$ cat config.mk
export PLATFORM = sky130hd
export DESIGN_NAME = date_text_parse_validate_top
export DESIGN_NICKNAME = d
export VERILOG_FILES = /design/src/rtl/dtpv_pkg.sv /design/src/rtl/dtpv_decode.sv /design/src/rtl/dtpv_check.sv /design/src/rtl/date_text_parse_validate_top.sv
export SDC_FILE = /design/constraint.sdc
export NUM_CORES = 1
export LEC_CHECK = 0
export ABC_AREA = 1
export BUFFER_PORTS_ARGS = -buffer_cell sky130_fd_sc_hd__buf_2
export CAP_MARGIN = 40
export CORE_MARGIN = 4
export CORE_UTILIZATION = 62
export CTS_CLUSTER_DIAMETER = 150
export DETAILED_ROUTE_END_ITERATION = 10
export GPL_ROUTABILITY_DRIVEN = 0
export GPL_TIMING_DRIVEN = 0
export PLACE_DENSITY = 0.83
export SYNTH_ARGS = -nofsm -noshare
export SYNTH_HDL_FRONTEND = slang
export SYNTH_SLANG_ARGS = --single-unit
$ cat constraint.sdc
create_clock -name clk -period 9.36 [get_ports clk]
set_clock_uncertainty 0.15 [all_clocks]
set_input_delay 0 -clock clk [delete_from_list [all_inputs] [get_ports clk]]
set_output_delay 0 -clock clk [all_outputs]
set_load 0.005 [all_outputs]
$ cat src/rtl/dtpv_pkg.sv
`default_nettype none
// ----------------------------------------------------------------------------
// dtpv_pkg
// Shared types, constants and calendar helpers for the date text parser.
// ----------------------------------------------------------------------------
package dtpv_pkg;

  localparam int unsigned CharWidth   = 8;
  localparam int unsigned LenWidth    = 4;
  localparam int unsigned PackedWidth = 27;
  localparam int unsigned YearWidth   = 14;

  localparam logic [CharWidth-1:0]   AsciiZero = 8'd48;
  localparam logic [CharWidth-1:0]   AsciiNine = 8'd57;
  localparam logic [CharWidth-1:0]   AsciiDash = 8'd45;

  localparam logic [LenWidth-1:0]    LenShort  = 4'd8;
  localparam logic [LenWidth-1:0]    LenMid    = 4'd9;
  localparam logic [LenWidth-1:0]    LenFull   = 4'd10;

  localparam logic [YearWidth-1:0]   YearMin   = 14'd1970;
  localparam logic [YearWidth-1:0]   YearMax   = 14'd2038;

  localparam logic [PackedWidth-1:0] PackedMin = 27'd19700101;
  localparam logic [PackedWidth-1:0] PackedMax = 27'd20381231;

  typedef logic [3:0] digit_t;

  // Digits picked out of the text for one item, most significant first.
  typedef struct packed {
    digit_t [3:0] year;
    digit_t       mon_t;
    digit_t       mon_u;
    digit_t       day_t;
    digit_t       day_u;
    logic         digits_ok;
  } dtpv_fields_t;

  function automatic logic is_digit(input logic [CharWidth-1:0] c);
    return (c >= AsciiZero) && (c <= AsciiNine);
  endfunction

  function automatic digit_t digit_of(input logic [CharWidth-1:0] c);
    logic [CharWidth-1:0] v;
    v = c - AsciiZero;
    return v[3:0];
  endfunction

  // Two decimal digits to a binary value of 0..99.
  function automatic logic [6:0] pair_value(input digit_t t, input digit_t u);
    return 7'(t) * 7'd10 + 7'(u);
  endfunction

  // Gregorian rule on the two-digit halves of the year.
  function automatic logic leap_year(input logic [6:0] cent, input logic [6:0] yy);
    logic leap;
    if (yy == 7'd0) begin
      leap = (cent[1:0] == 2'b00);
    end else begin
      leap = (yy[1:0] == 2'b00);
    end
    return leap;
  endfunction

  function automatic logic [4:0] month_days(input logic [6:0] mon, input logic leap);
    logic [4:0] days;
    case (mon)
      7'd2:    days = leap ? 5'd29 : 5'd28;
      7'd4,
      7'd6,
      7'd9,
      7'd11:   days = 5'd30;
      default: days = 5'd31;
    endcase
    return days;
  endfunction

endpackage
`default_nettype wire

$ cat src/rtl/dtpv_decode.sv
`default_nettype none
// ----------------------------------------------------------------------------
// dtpv_decode
// Selects the layout from the length and extracts the year, month and day
// digits, flagging any non-digit in a digit position or a bad length.
// ----------------------------------------------------------------------------
module dtpv_decode (
  input  wire logic [dtpv_pkg::CharWidth-1:0] chars [10],
  input  wire logic [dtpv_pkg::LenWidth-1:0]  text_length,
  output dtpv_pkg::dtpv_fields_t              fields
);
  import dtpv_pkg::*;

  logic len_ok;
  logic dash_at_6;
  logic year_ok;
  logic layout_ok;

  assign len_ok    = (text_length == LenShort) || (text_length == LenMid) ||
                     (text_length == LenFull);
  assign dash_at_6 = (chars[6] == AsciiDash);
  assign year_ok   = is_digit(chars[0]) && is_digit(chars[1]) &&
                     is_digit(chars[2]) && is_digit(chars[3]) && is_digit(chars[5]);

  always_comb begin
    fields.year[3] = digit_of(chars[0]);
    fields.year[2] = digit_of(chars[1]);
    fields.year[1] = digit_of(chars[2]);
    fields.year[0] = digit_of(chars[3]);
    fields.mon_t   = '0;
    fields.mon_u   = digit_of(chars[5]);
    fields.day_t   = '0;
    fields.day_u   = digit_of(chars[7]);
    layout_ok      = is_digit(chars[7]);
    if (text_length == LenFull) begin
      fields.mon_t = digit_of(chars[5]);
      fields.mon_u = digit_of(chars[6]);
      fields.day_t = digit_of(chars[8]);
      fields.day_u = digit_of(chars[9]);
      layout_ok    = is_digit(chars[6]) && is_digit(chars[8]) && is_digit(chars[9]);
    end else if (text_length == LenMid) begin
      if (dash_at_6) begin
        fields.day_t = digit_of(chars[7]);
        fields.day_u = digit_of(chars[8]);
        layout_ok    = is_digit(chars[7]) && is_digit(chars[8]);
      end else begin
        fields.mon_t = digit_of(chars[5]);
        fields.mon_u = digit_of(chars[6]);
        fields.day_u = digit_of(chars[8]);
        layout_ok    = is_digit(chars[6]) && is_digit(chars[8]);
      end
    end
    fields.digits_ok = len_ok && year_ok && layout_ok;
  end

endmodule
`default_nettype wire

$ cat src/rtl/dtpv_check.sv
`default_nettype none
// ----------------------------------------------------------------------------
// dtpv_check
// Checks the calendar rules on the extracted digits and forms the packed
// YYYYMMDD value as a weighted sum of the digits.
// ----------------------------------------------------------------------------
module dtpv_check (
  input  wire dtpv_pkg::dtpv_fields_t           fields,
  output logic [dtpv_pkg::PackedWidth-1:0]      packed_value,
  output logic                                  valid
);
  import dtpv_pkg::*;

  logic [6:0]             cent;
  logic [6:0]             yy;
  logic [YearWidth-1:0]   year;
  logic [6:0]             mon;
  logic [6:0]             day;
  logic [4:0]             days_in_month;
  logic [PackedWidth-1:0] sum;

  assign cent = pair_value(fields.year[3], fields.year[2]);
  assign yy   = pair_value(fields.year[1], fields.year[0]);
  assign year = YearWidth'(cent) * YearWidth'(100) + YearWidth'(yy);
  assign mon  = pair_value(fields.mon_t, fields.mon_u);
  assign day  = pair_value(fields.day_t, fields.day_u);

  assign days_in_month = month_days(mon, leap_year(cent, yy));

  // Each digit carries its decimal weight, so no product feeds another.
  assign sum = PackedWidth'(fields.year[3]) * PackedWidth'(10000000) +
               PackedWidth'(fields.year[2]) * PackedWidth'(1000000)  +
               PackedWidth'(fields.year[1]) * PackedWidth'(100000)   +
               PackedWidth'(fields.year[0]) * PackedWidth'(10000)    +
               PackedWidth'(fields.mon_t)   * PackedWidth'(1000)     +
               PackedWidth'(fields.mon_u)   * PackedWidth'(100)      +
               PackedWidth'(fields.day_t)   * PackedWidth'(10)       +
               PackedWidth'(fields.day_u);

  assign valid = fields.digits_ok &&
                 (year >= YearMin) && (year <= YearMax) &&
                 (mon >= 7'd1) && (mon <= 7'd12) &&
                 (day >= 7'd1) && (day <= 7'(days_in_month));

  assign packed_value = valid ? sum : '0;

endmodule
`default_nettype wire

$ cat src/rtl/date_text_parse_validate_top.sv
`default_nettype none
// ----------------------------------------------------------------------------
// date_text_parse_validate_top
// Parses a date text of up to ten ASCII characters and checks it.
// ----------------------------------------------------------------------------
// An item is taken on every clock edge where start is high; busy stays low,
// so the block sustains one item per cycle. Each result is driven on
// packed_date and date_valid, with done high for exactly one cycle, from the
// clock edge after the one that took its item; one input register and one
// result register set this, with the parse and calendar check between them.
// Results leave in input order and cannot be held off by the receiver. An
// invalid date gives packed_date 0.
module date_text_parse_validate_top (
  input  wire logic                                  clk,
  input  wire logic                                  rst,
  input  wire logic                                  start,
  output logic                                       busy,
  input  wire logic [dtpv_pkg::CharWidth-1:0]        char_0,
  input  wire logic [dtpv_pkg::CharWidth-1:0]        char_1,
  input  wire logic [dtpv_pkg::CharWidth-1:0]        char_2,
  input  wire logic [dtpv_pkg::CharWidth-1:0]        char_3,
  input  wire logic [dtpv_pkg::CharWidth-1:0]        char_4,
  input  wire logic [dtpv_pkg::CharWidth-1:0]        char_5,
  input  wire logic [dtpv_pkg::CharWidth-1:0]        char_6,
  input  wire logic [dtpv_pkg::CharWidth-1:0]        char_7,
  input  wire logic [dtpv_pkg::CharWidth-1:0]        char_8,
  input  wire logic [dtpv_pkg::CharWidth-1:0]        char_9,
  input  wire logic [dtpv_pkg::LenWidth-1:0]         text_length,
  output logic                                       done,
  output logic [dtpv_pkg::PackedWidth-1:0]           packed_date,
  output logic                                       date_valid
);
  import dtpv_pkg::*;

  logic [CharWidth-1:0]   chars [10];
  logic [LenWidth-1:0]    len;
  logic                   in_valid;
  dtpv_fields_t           fields;
  logic [PackedWidth-1:0] packed_value;
  logic                   valid;

  assign busy = 1'b0;

  // Input register. The separator at position 4 is never examined.
  always_ff @(posedge clk) begin
    if (rst) begin
      in_valid <= 1'b0;
    end else begin
      in_valid <= start;
    end
    if (start) begin
      chars[0] <= char_0;
      chars[1] <= char_1;
      chars[2] <= char_2;
      chars[3] <= char_3;
      chars[4] <= char_4;
      chars[5] <= char_5;
      chars[6] <= char_6;
      chars[7] <= char_7;
      chars[8] <= char_8;
      chars[9] <= char_9;
      len      <= text_length;
    end
  end

  dtpv_decode u_decode (
    .chars       (chars),
    .text_length (len),
    .fields      (fields)
  );

  dtpv_check u_check (
    .fields       (fields),
    .packed_value (packed_value),
    .valid        (valid)
  );

  // Result register.
  always_ff @(posedge clk) begin
    if (rst) begin
      done <= 1'b0;
    end else begin
      done <= in_valid;
    end
    if (in_valid) begin
      packed_date <= packed_value;
      date_valid  <= valid;
    end
  end

`ifndef SYNTHESIS
  a_done_follows_start: assert property (@(posedge clk) disable iff (rst)
    done |-> $past(start, 2))
    else $error("result strobe without an item two cycles earlier");

  a_invalid_is_zero: assert property (@(posedge clk) disable iff (rst)
    (done && !date_valid) |-> (packed_date == '0))
    else $error("invalid date carries a nonzero packed value");

  a_valid_in_range: assert property (@(posedge clk) disable iff (rst)
    (done && date_valid) |-> ((packed_date >= PackedMin) && (packed_date <= PackedMax)))
    else $error("valid packed date outside the allowed span");

  a_strobe_pairs_input: assert property (@(posedge clk) disable iff (rst)
    in_valid |=> done)
    else $error("captured item produced no result");
`endif

endmodule
`default_nettype wire
== After elaboration in Yosys (flattened, before gate mapping) ==
Index checks and enable logic that the tools add are counted.
Cells by class
  multipliers: 12
  reduce and logical (&&, ||, !) cells: 30
  equality and inequality tests: 9
  muxes and demuxes: 10
  magnitude comparators: 24
  $add $sub $neg: 21
Operators with widths (count)
  $ge A8 B6 Y1 const B: 9
  $le A8 B6 Y1 const B: 9
  $sub A4 B1 Y4 const B: 9
  $mux W16: 2
  $add A7 B4 Y7: 4
  $add A27 B11 Y27: 1
  $add A27 B14 Y27: 1
  $add A27 B18 Y27: 1
  $add A27 B21 Y27: 1
  $add A27 B24 Y27: 1
  $add A27 B4 Y27: 1
  $add A27 B8 Y27: 1
  $logic_and A1 B1 Y1: 24
  $mul A4 B3 Y6 const B: 4
  $mul A4 B17 Y20 const B: 1
  $mul A4 B14 Y18 const B: 1
  $mul A4 B12 Y16 const B: 1
  $add A14 B7 Y14: 1
  $eq A7 B3 Y1 const B: 2
  $eq A7 B4 Y1 const B: 2
  $ge A14 B11 Y1 const B: 1
  $ge A7 B1 Y1 const B: 2
  $le A14 B11 Y1 const B: 1
  $mul A4 B10 Y14 const B: 1
  other kinds (17): 25
Word-level totals
  logic and storage cells: 120
  output and inout bits: 30
  flip-flop bits (word level): 106
  input port bits: 87

== Logic depth before layout (Yosys ltp) ==
Gate-level depths: netlist of run 1.
  depth in word-level cells: 14
  mapped depth: 39

== By module ==
From an unflattened synthesis of run 1, not the netlist that was laid out.
Second synthesis, totals
  cells, all modules: 1323
  area total of the unflattened synthesis: 12196.7 µm²
Modules (own cells, without submodules)
  dtpv_check: times used 1, area each 8037.7 µm², sequential area each 0.0 µm², cells an instance 1058
  date_text_parse_validate_top: times used 1, area each 3429.5 µm², sequential area each 3403.3 µm², cells an instance 120
  dtpv_decode: times used 1, area each 729.4 µm², sequential area each 0.0 µm², cells an instance 145

== Worst setup path after synthesis of run 1 ==
OpenSTA, ideal clock, no wires.
  path type: register to register
  start: reg len[2]
  end: reg packed_date[23] in the netlist's numbering, data pin
  data required time: 8960 ps
  slack: 2065 ps
  stages on the path, launching flop included: 34
  arrival: 6895 ps
  setup time: 250 ps
  cell sequence: edfxtp_1 -> nor2_4 -> nand3_2 -> nand2_2 -> nand2_2 -> nor2_1 -> fa_1 -> inv_1 -> fa_1 -> ha_1 -> a21oi_1 -> inv_1 -> a31oi_1 -> nor2_1 -> nor2_1 -> o21ai_0 -> xnor2_1 -> fa_1 -> fa_1 -> fa_1 -> inv_1 -> ha_1 -> ha_1 -> a21o_1 -> a21oi_1 -> nand2_1 -> nand2_1 -> nand2_1 -> a21oi_1 -> o21ai_1 -> a21boi_0 -> nand2_1 -> nand3_2 -> nor2_2
On the way
  word-level cells in the longest chain between the ends: 11
Ends and longest elaborated chain
  from (decl): RTL line date_text_parse_validate_top.sv:36  | logic [LenWidth-1:0] len;
  from (signal assigned): RTL line date_text_parse_validate_top.sv:62  | len <= text_length;
  parallel branches: the longest is 11 deep, another holds $add A27 B14 Y27
  to (signal assigned): RTL line date_text_parse_validate_top.sv:86  | packed_date <= packed_value;
  to (decl): RTL line date_text_parse_validate_top.sv:30  | output logic [dtpv_pkg::PackedWidth-1:0] packed_date,
Several ways; the timed one is not identified.
A chain may end at the register's enable or synchronous reset.

== Final worst setup path of run 1 ==
Same ends and word-level chain as after synthesis.

==> metrics, run 1 <==
WP data arrival=8.25 ns; crit-path max FO=8; die area=21,400 um2; H-tree depth=3; post-synthesis cell area=11,900 um2; Slew HR=40.1%; first-pass GRT wire length=44,900 um; # fillers=1,283; gr usage total=25.7%; Setup CP Type=reg2reg; Synth Net Count=1,650; fin area=13,800 um2; Finished Core Util=73.7%; Final period util=88.3%; max-cap violations=0; clk root buf=clkbuf_16; post-synthesis sequential area ratio=26.7%; Vias/cell=5.45; slowest CP cell=fa_1; worst setup slack after layout=1.10 ns; layout cell share with drive strength beyond 1=11.3%; Avg Cell Area, Syn=9.49 um2; # setup viols final=0; number of hold violations in the final report=0; Placeable Area=18,800 um2; top_reg_cell synth=edfxtp_1; Post-CTS Setup Repair Bufs=0; Slew @ Worst Pin=0.896 ns; WL per Instance=15.8 um; Synth top area share=26.3%; slowest stage delay, CP=0.57 ns; ranking of synthesized cells by area=edfxtp_1, ha_1, fa_1, inv_1, nand2_1; post-route setup TNS=0 ns; Port Buffers=107; Via Count=9,196; fin. max-slew vios=0; post-synth cell types=46; status=finished, final reports clean; Total Nets Final=1,849; Die Wd=146 um; Post-Syn Instances=1,250; Initial DRT Pass Iterations=6; Critical Path End=packed_date[23]$_SDFFCE_PN0P_; largest net degree at the start of global routing=53; Synth area leader=edfxtp_1; vias in the first global route=9,715; kind of start point of the critical path=flop; hold_buf cts=79; worst hold path type=in2reg; fmax=121 MHz; Clk Latency, worst-skew pair=0.38 ns; Period minus WS final=8.26 ns; Crit. End Element=flop; Critical path origin=len[2]$_DFFE_PP_; Syn. warnings=0; Syn-to-layout area delta=16.7%; CTS tree=done; RSZ-0062 raised after global routing=no; Place WS=1.24 ns; placed inst area=12,700 um2; DRC=0; r2r worst-path depth=33; Overflow after GRT=0; EDFF count, synth=104; Initial Utilization=63.2%; final WL=26,700 um; cell mode on critical path=fa_1; IO Count=117; n_diodes=0; reg2reg setup slack=1.10 ns; Core Rows=50; cts bufs inserted=9; 1st-iter DRT viols=563; ys async rst share=0%; post-CTS resize count=0; clk sinks=106; Reg clk slew, reported paths=0.09 ns; post-synthesis register bit count=106; DPL Wire Length=20,700 um; CTS max path bufs=2; antenna violations before repair=0; WP data required=9.35 ns; reg-to-reg critical path startpoint=len[2]$_DFFE_PP_; die boundary height=146 um; r2r endpoint=packed_date[23]$_SDFFCE_PN0P_; Final ANT Viol Nets=0
[per-stage QoR]
| step | hold slack, ns | instances |
|---|---|---|
| 2_1_floorplan | -0.0788 | 1250 |
| 3_3_place_gp | 0.0246 | 1591 |
| 3_5_place_dp | 0.0281 | 1593 |
| 4_1_cts | 0.167 | 1688 |
| 5_1_grt | 0.174 | 1688 |
| 6_report | 0.173 | 1688 |
[cells in the final DEF (no fill, tap or decap), types with 3 or more instances in the layout]
cell type      Yosys  layout
a21oi_1           70      70
xnor2_1           33      33
o211ai_1           7       7
a21o_1             5       5
buf_2              0     106
edfxtp_1         104     104
clkinv_8           0       3
nand3_2            6       6
inv_6              0       3
nand3_1           45      45
nand4_1           16      16
clkbuf_16          0       9
nor3_1            15      15
fa_1              80      80
and3_1            15      15
o21ai_0           37      37
ha_1             233     233
xor2_1            56      56
nor2_2             9       9
o21bai_1           3       3
nand2_1          165     165
nor2_1            77      77
a31oi_1            6       6
buf_6              3       3
inv_1            225     225
dlygate4sd3_1      0      79
nand3b_1           3       3
nand2_2            5       5
or2_2              3       3
[how the worst min path moves through the flow]
stage                         start                   to  slack, ns  cells past startpoint
after floorplan                 rst  in_valid$_SDFF_PP0_      -0.08                      1
after global placement          rst      done$_SDFF_PP0_       0.02                      2
after detailed placement  char_0[6]  chars[78]$_DFFE_PP_       0.03                      1
after CTS                 char_9[0]   chars[0]$_DFFE_PP_       0.17                      2
after global routing      char_8[3]  chars[11]$_DFFE_PP_       0.17                      2
final                     char_8[1]   chars[9]$_DFFE_PP_       0.17                      2
[area by class of cell]
type / count / area [um2] / share of cell area (%)
plain buffers: 4 / 41.3 / 0.298
clock buffers: 9 / 225 / 1.63
repair buffers: 188 / 1370 / 9.91
well taps: 234 / 293 / 2.12
flip-flops and latches: 106 / 3160 / 22.9
inverters: 227 / 852 / 6.16
multi-input cells: 913 / 7800 / 56.4
clock inverters: 7 / 86.3 / 0.624
[layer usage]
metal  vias to the layer above  part of all wire, %  track usage (%)
met5                         -                    0                0
met4                         0                  2.6             8.75
met3                        63                  5.8             4.90
met2                       278                   51             45.7
met1                      4332                   41             31.3
li1                       4523                    -                -
[cell usage after synthesis (2+ instances only)]
cell type  number
nand3b_1        3
o211ai_1        7
inv_2           2
a21o_1          5
xnor2_1        33
nand4_1        16
o21ai_1         2
a31oi_1         6
a21oi_1        70
xor2_2          2
nand2_1       165
nand3_2         6
a21boi_0        2
nor2_2          9
inv_1         225
or2_2           3
nor2_1         77
nor3_1         15
edfxtp_1      104
and3_1         15
nand3_4         2
o21bai_1        3
nand3_1        45
nor2_4          2
ha_1          233
xor2_1         56
dfxtp_1         2
buf_6           3
o21ai_0        37
fa_1           80
nand2_2         5
[sequential cells by signal, indices dropped and copies added (netlist names)]
register / flops
done: 1
date_valid: 1
len: 4
chars: 72
in_valid: 1
packed_date: 27
[logic make-up (layout without fill, tap and decap cells)]
| group | after synthesis | in the layout | synth area share [%] |
|---|---|---|---|
| compound gates | 139 | 139 | 6.49 |
| buf+inv | 231 | 435 | 7.53 |
| other cells | 1 | 1 | 0.0316 |
| flops | 106 | 106 | 26.7 |
| xor+xnor | 91 | 91 | 6.85 |
| simple gates | 369 | 369 | 14.4 |
| fa+ha+maj | 313 | 313 | 38.1 |
[critical path: cells and delay by family (launching register included)]
family                   cells  cell delay (ns)
AO/OA/AOI/OAI                8             1.47
AND/OR/NAND/NOR             13             1.77
buffers and inverters        3             0.36
XOR/XNOR                     1             0.27
flip-flops                   1             0.43
adder cells (fa/ha/maj)      8             3.60
Power of run 1 is left out: the tool's default activity adds up to more than one toggle a clock period on the data nets, which glitch-free logic cannot reach.
==> run 2: changes to the inputs <==
--- a/config.mk
+++ b/config.mk
@@ -7,7 +7,7 @@
 export LEC_CHECK = 0
 export ABC_AREA = 1
 export BUFFER_PORTS_ARGS = -buffer_cell sky130_fd_sc_hd__buf_2
-export CAP_MARGIN = 40
+export CAP_MARGIN = 20
 export CORE_MARGIN = 4
 export CORE_UTILIZATION = 62
 export CTS_CLUSTER_DIAMETER = 150
@@ -15,6 +15,7 @@
 export GPL_ROUTABILITY_DRIVEN = 0
 export GPL_TIMING_DRIVEN = 0
 export PLACE_DENSITY = 0.83
+export RECOVER_POWER = 25
 export SYNTH_ARGS = -nofsm -noshare
 export SYNTH_HDL_FRONTEND = slang
 export SYNTH_SLANG_ARGS = --single-unit
==> metrics, run 2 (same netlist as run 1, synthesis figures left out) <==
Syn-to-layout area delta=16.4%; commonest cells after routing, fill and taps aside=ha_1, inv_1, nand2_1, buf_2, edfxtp_1; # fillers=1,289 (+0.47%); gr usage total=25.6% (-0.088 points); DPL Wire Length=20,700 um (about the same); CTS tree=done; Initial Utilization=63.2% (unchanged); die area=21,400 um2 (unchanged); slowest CP cell=fa_1; Slew HR=36.1% (-3.9 points); crit-path max FO=8 (unchanged); kind of start point of the critical path=flop; Overflow after GRT=0 (unchanged); cell mode on critical path=fa_1; antenna violations before repair=0 (unchanged); Slew @ Worst Pin=0.958 ns (+0.0625 ns); Final period util=88.1% (-0.13 points); Largest Register=chars; H-tree depth=3 (unchanged); fin. max-slew vios=0 (unchanged); clk sinks=106 (unchanged); IO Count=117 (unchanged); cts bufs inserted=9 (unchanged); slowest stage delay, CP=0.58 ns (about the same); Total Nets Final=1,846 (-0.16%); Crit. End Element=flop; Port Buffers=107 (unchanged); Die Wd=146 um (unchanged); most common cell after layout, fill and taps aside=ha_1; fmax=121 MHz (+0.15%); post-CTS resize count=0 (unchanged); WP data required=9.35 ns (about the same); largest net degree at the start of global routing=78 (+47%); CTS max path bufs=2 (unchanged); Clk Latency, worst-skew pair=0.38 ns (about the same); RSZ-0062 raised after global routing=no; placed inst area=12,700 um2 (-0.33%); 1st-iter DRT viols=533 (-5.3%); n_diodes=0 (unchanged); Core Rows=50 (unchanged); Initial DRT Pass Iterations=5 (-1); status=finished, final reports clean; Setup CP Type=reg2reg; vias in the first global route=9,808 (+0.96%); number of hold violations in the final report=0 (unchanged); Post-CTS Setup Repair Bufs=0 (unchanged); Reg clk slew, reported paths=0.09 ns (about the same); WP data arrival=8.23 ns (-0.02 ns); first-pass GRT wire length=44,700 um (-0.37%); max reg flops=72 (unchanged); final WL=26,800 um (+0.41%); placed insts=1,591 (-0.13%); hold_buf cts=77 (-2.5%); biggest regs=chars (72), packed_date (27), len (4); max-cap violations=0 (unchanged); Placeable Area=18,800 um2 (unchanged); DRC=0 (unchanged); die boundary height=146 um (unchanged); Final ANT Viol Nets=0 (unchanged); Hold Slack=0.127 ns (-0.0454 ns); Final Non-Filler Cells=1,685 (-0.18%); clk root buf=clkbuf_16; layout cell share with drive strength beyond 1=11.2% (-0.11 points); WL per Instance=15.9 um (+0.59%); # setup viols final=0 (unchanged); Period minus WS final=8.25 ns (-0.0125 ns); Via Count=9,269 (+0.79%); fin area=13,800 um2 (-0.23%); Vias/cell=5.50 (+0.97%); post-route setup TNS=0 ns (unchanged); worst hold path type=in2reg
[run 2: per-stage QoR]
stage | utilization [%] | worst slack (ns)
5_1_grt | 73.6 | 0.601
2_1_floorplan | - | 2.06
3_3_place_gp | 67.6 | 1.30
6_report | 73.6 | 1.11
4_1_cts | 73.4 | 1.15
3_5_place_dp | 67.6 | 1.22
[run 2: path summary, 6_finish.rpt]
check,start,end,slack (ns),cells after the start
max,len[2]$_DFFE_PP_,packed_date[23]$_SDFFCE_PN0P_,1.11,33
min,start,in_valid$_SDFF_PP0_,0.13,3
max reg2reg,len[2]$_DFFE_PP_,packed_date[23]$_SDFFCE_PN0P_,1.11,33
min reg2reg,in_valid$_SDFF_PP0_,done$_SDFF_PP0_,0.46,2
[run 2: routing by layer]
layer,wire [um],share of wire (%),GRT usage [%],up-vias
li1,-,-,-,4523
met3,1680,6.3,5.21,75
met4,870,3.2,9.78,0
met2,13300,50,44.6,309
met5,0,0,0,-
met1,10900,41,31.3,4362
[run 2: final cells by class]
cell class / count / area (um2) / share of cell area, %
Multi-Input combinational cell: 913 / 7800 / 56.5
Timing Repair Buffer: 185 / 1340 / 9.67
Clock inverter: 7 / 91.3 / 0.662
Sequential cell: 106 / 3160 / 22.9
Buffer: 4 / 41.3 / 0.299
Inverter: 227 / 852 / 6.17
Tap cell: 234 / 293 / 2.12
Clock buffer: 9 / 225 / 1.63
[run 2: worst max-delay path, delay by kind of cell, from the launching register on]
kind	cells	cell delay, ns
flip-flops	1	0.43
XOR/XNOR	1	0.27
AND/OR/NAND/NOR	13	1.78
adder cells (fa/ha/maj)	8	3.59
AO/OA/AOI/OAI	8	1.43
buffers and inverters	3	0.33
Power of run 2 is left out for the same reason.
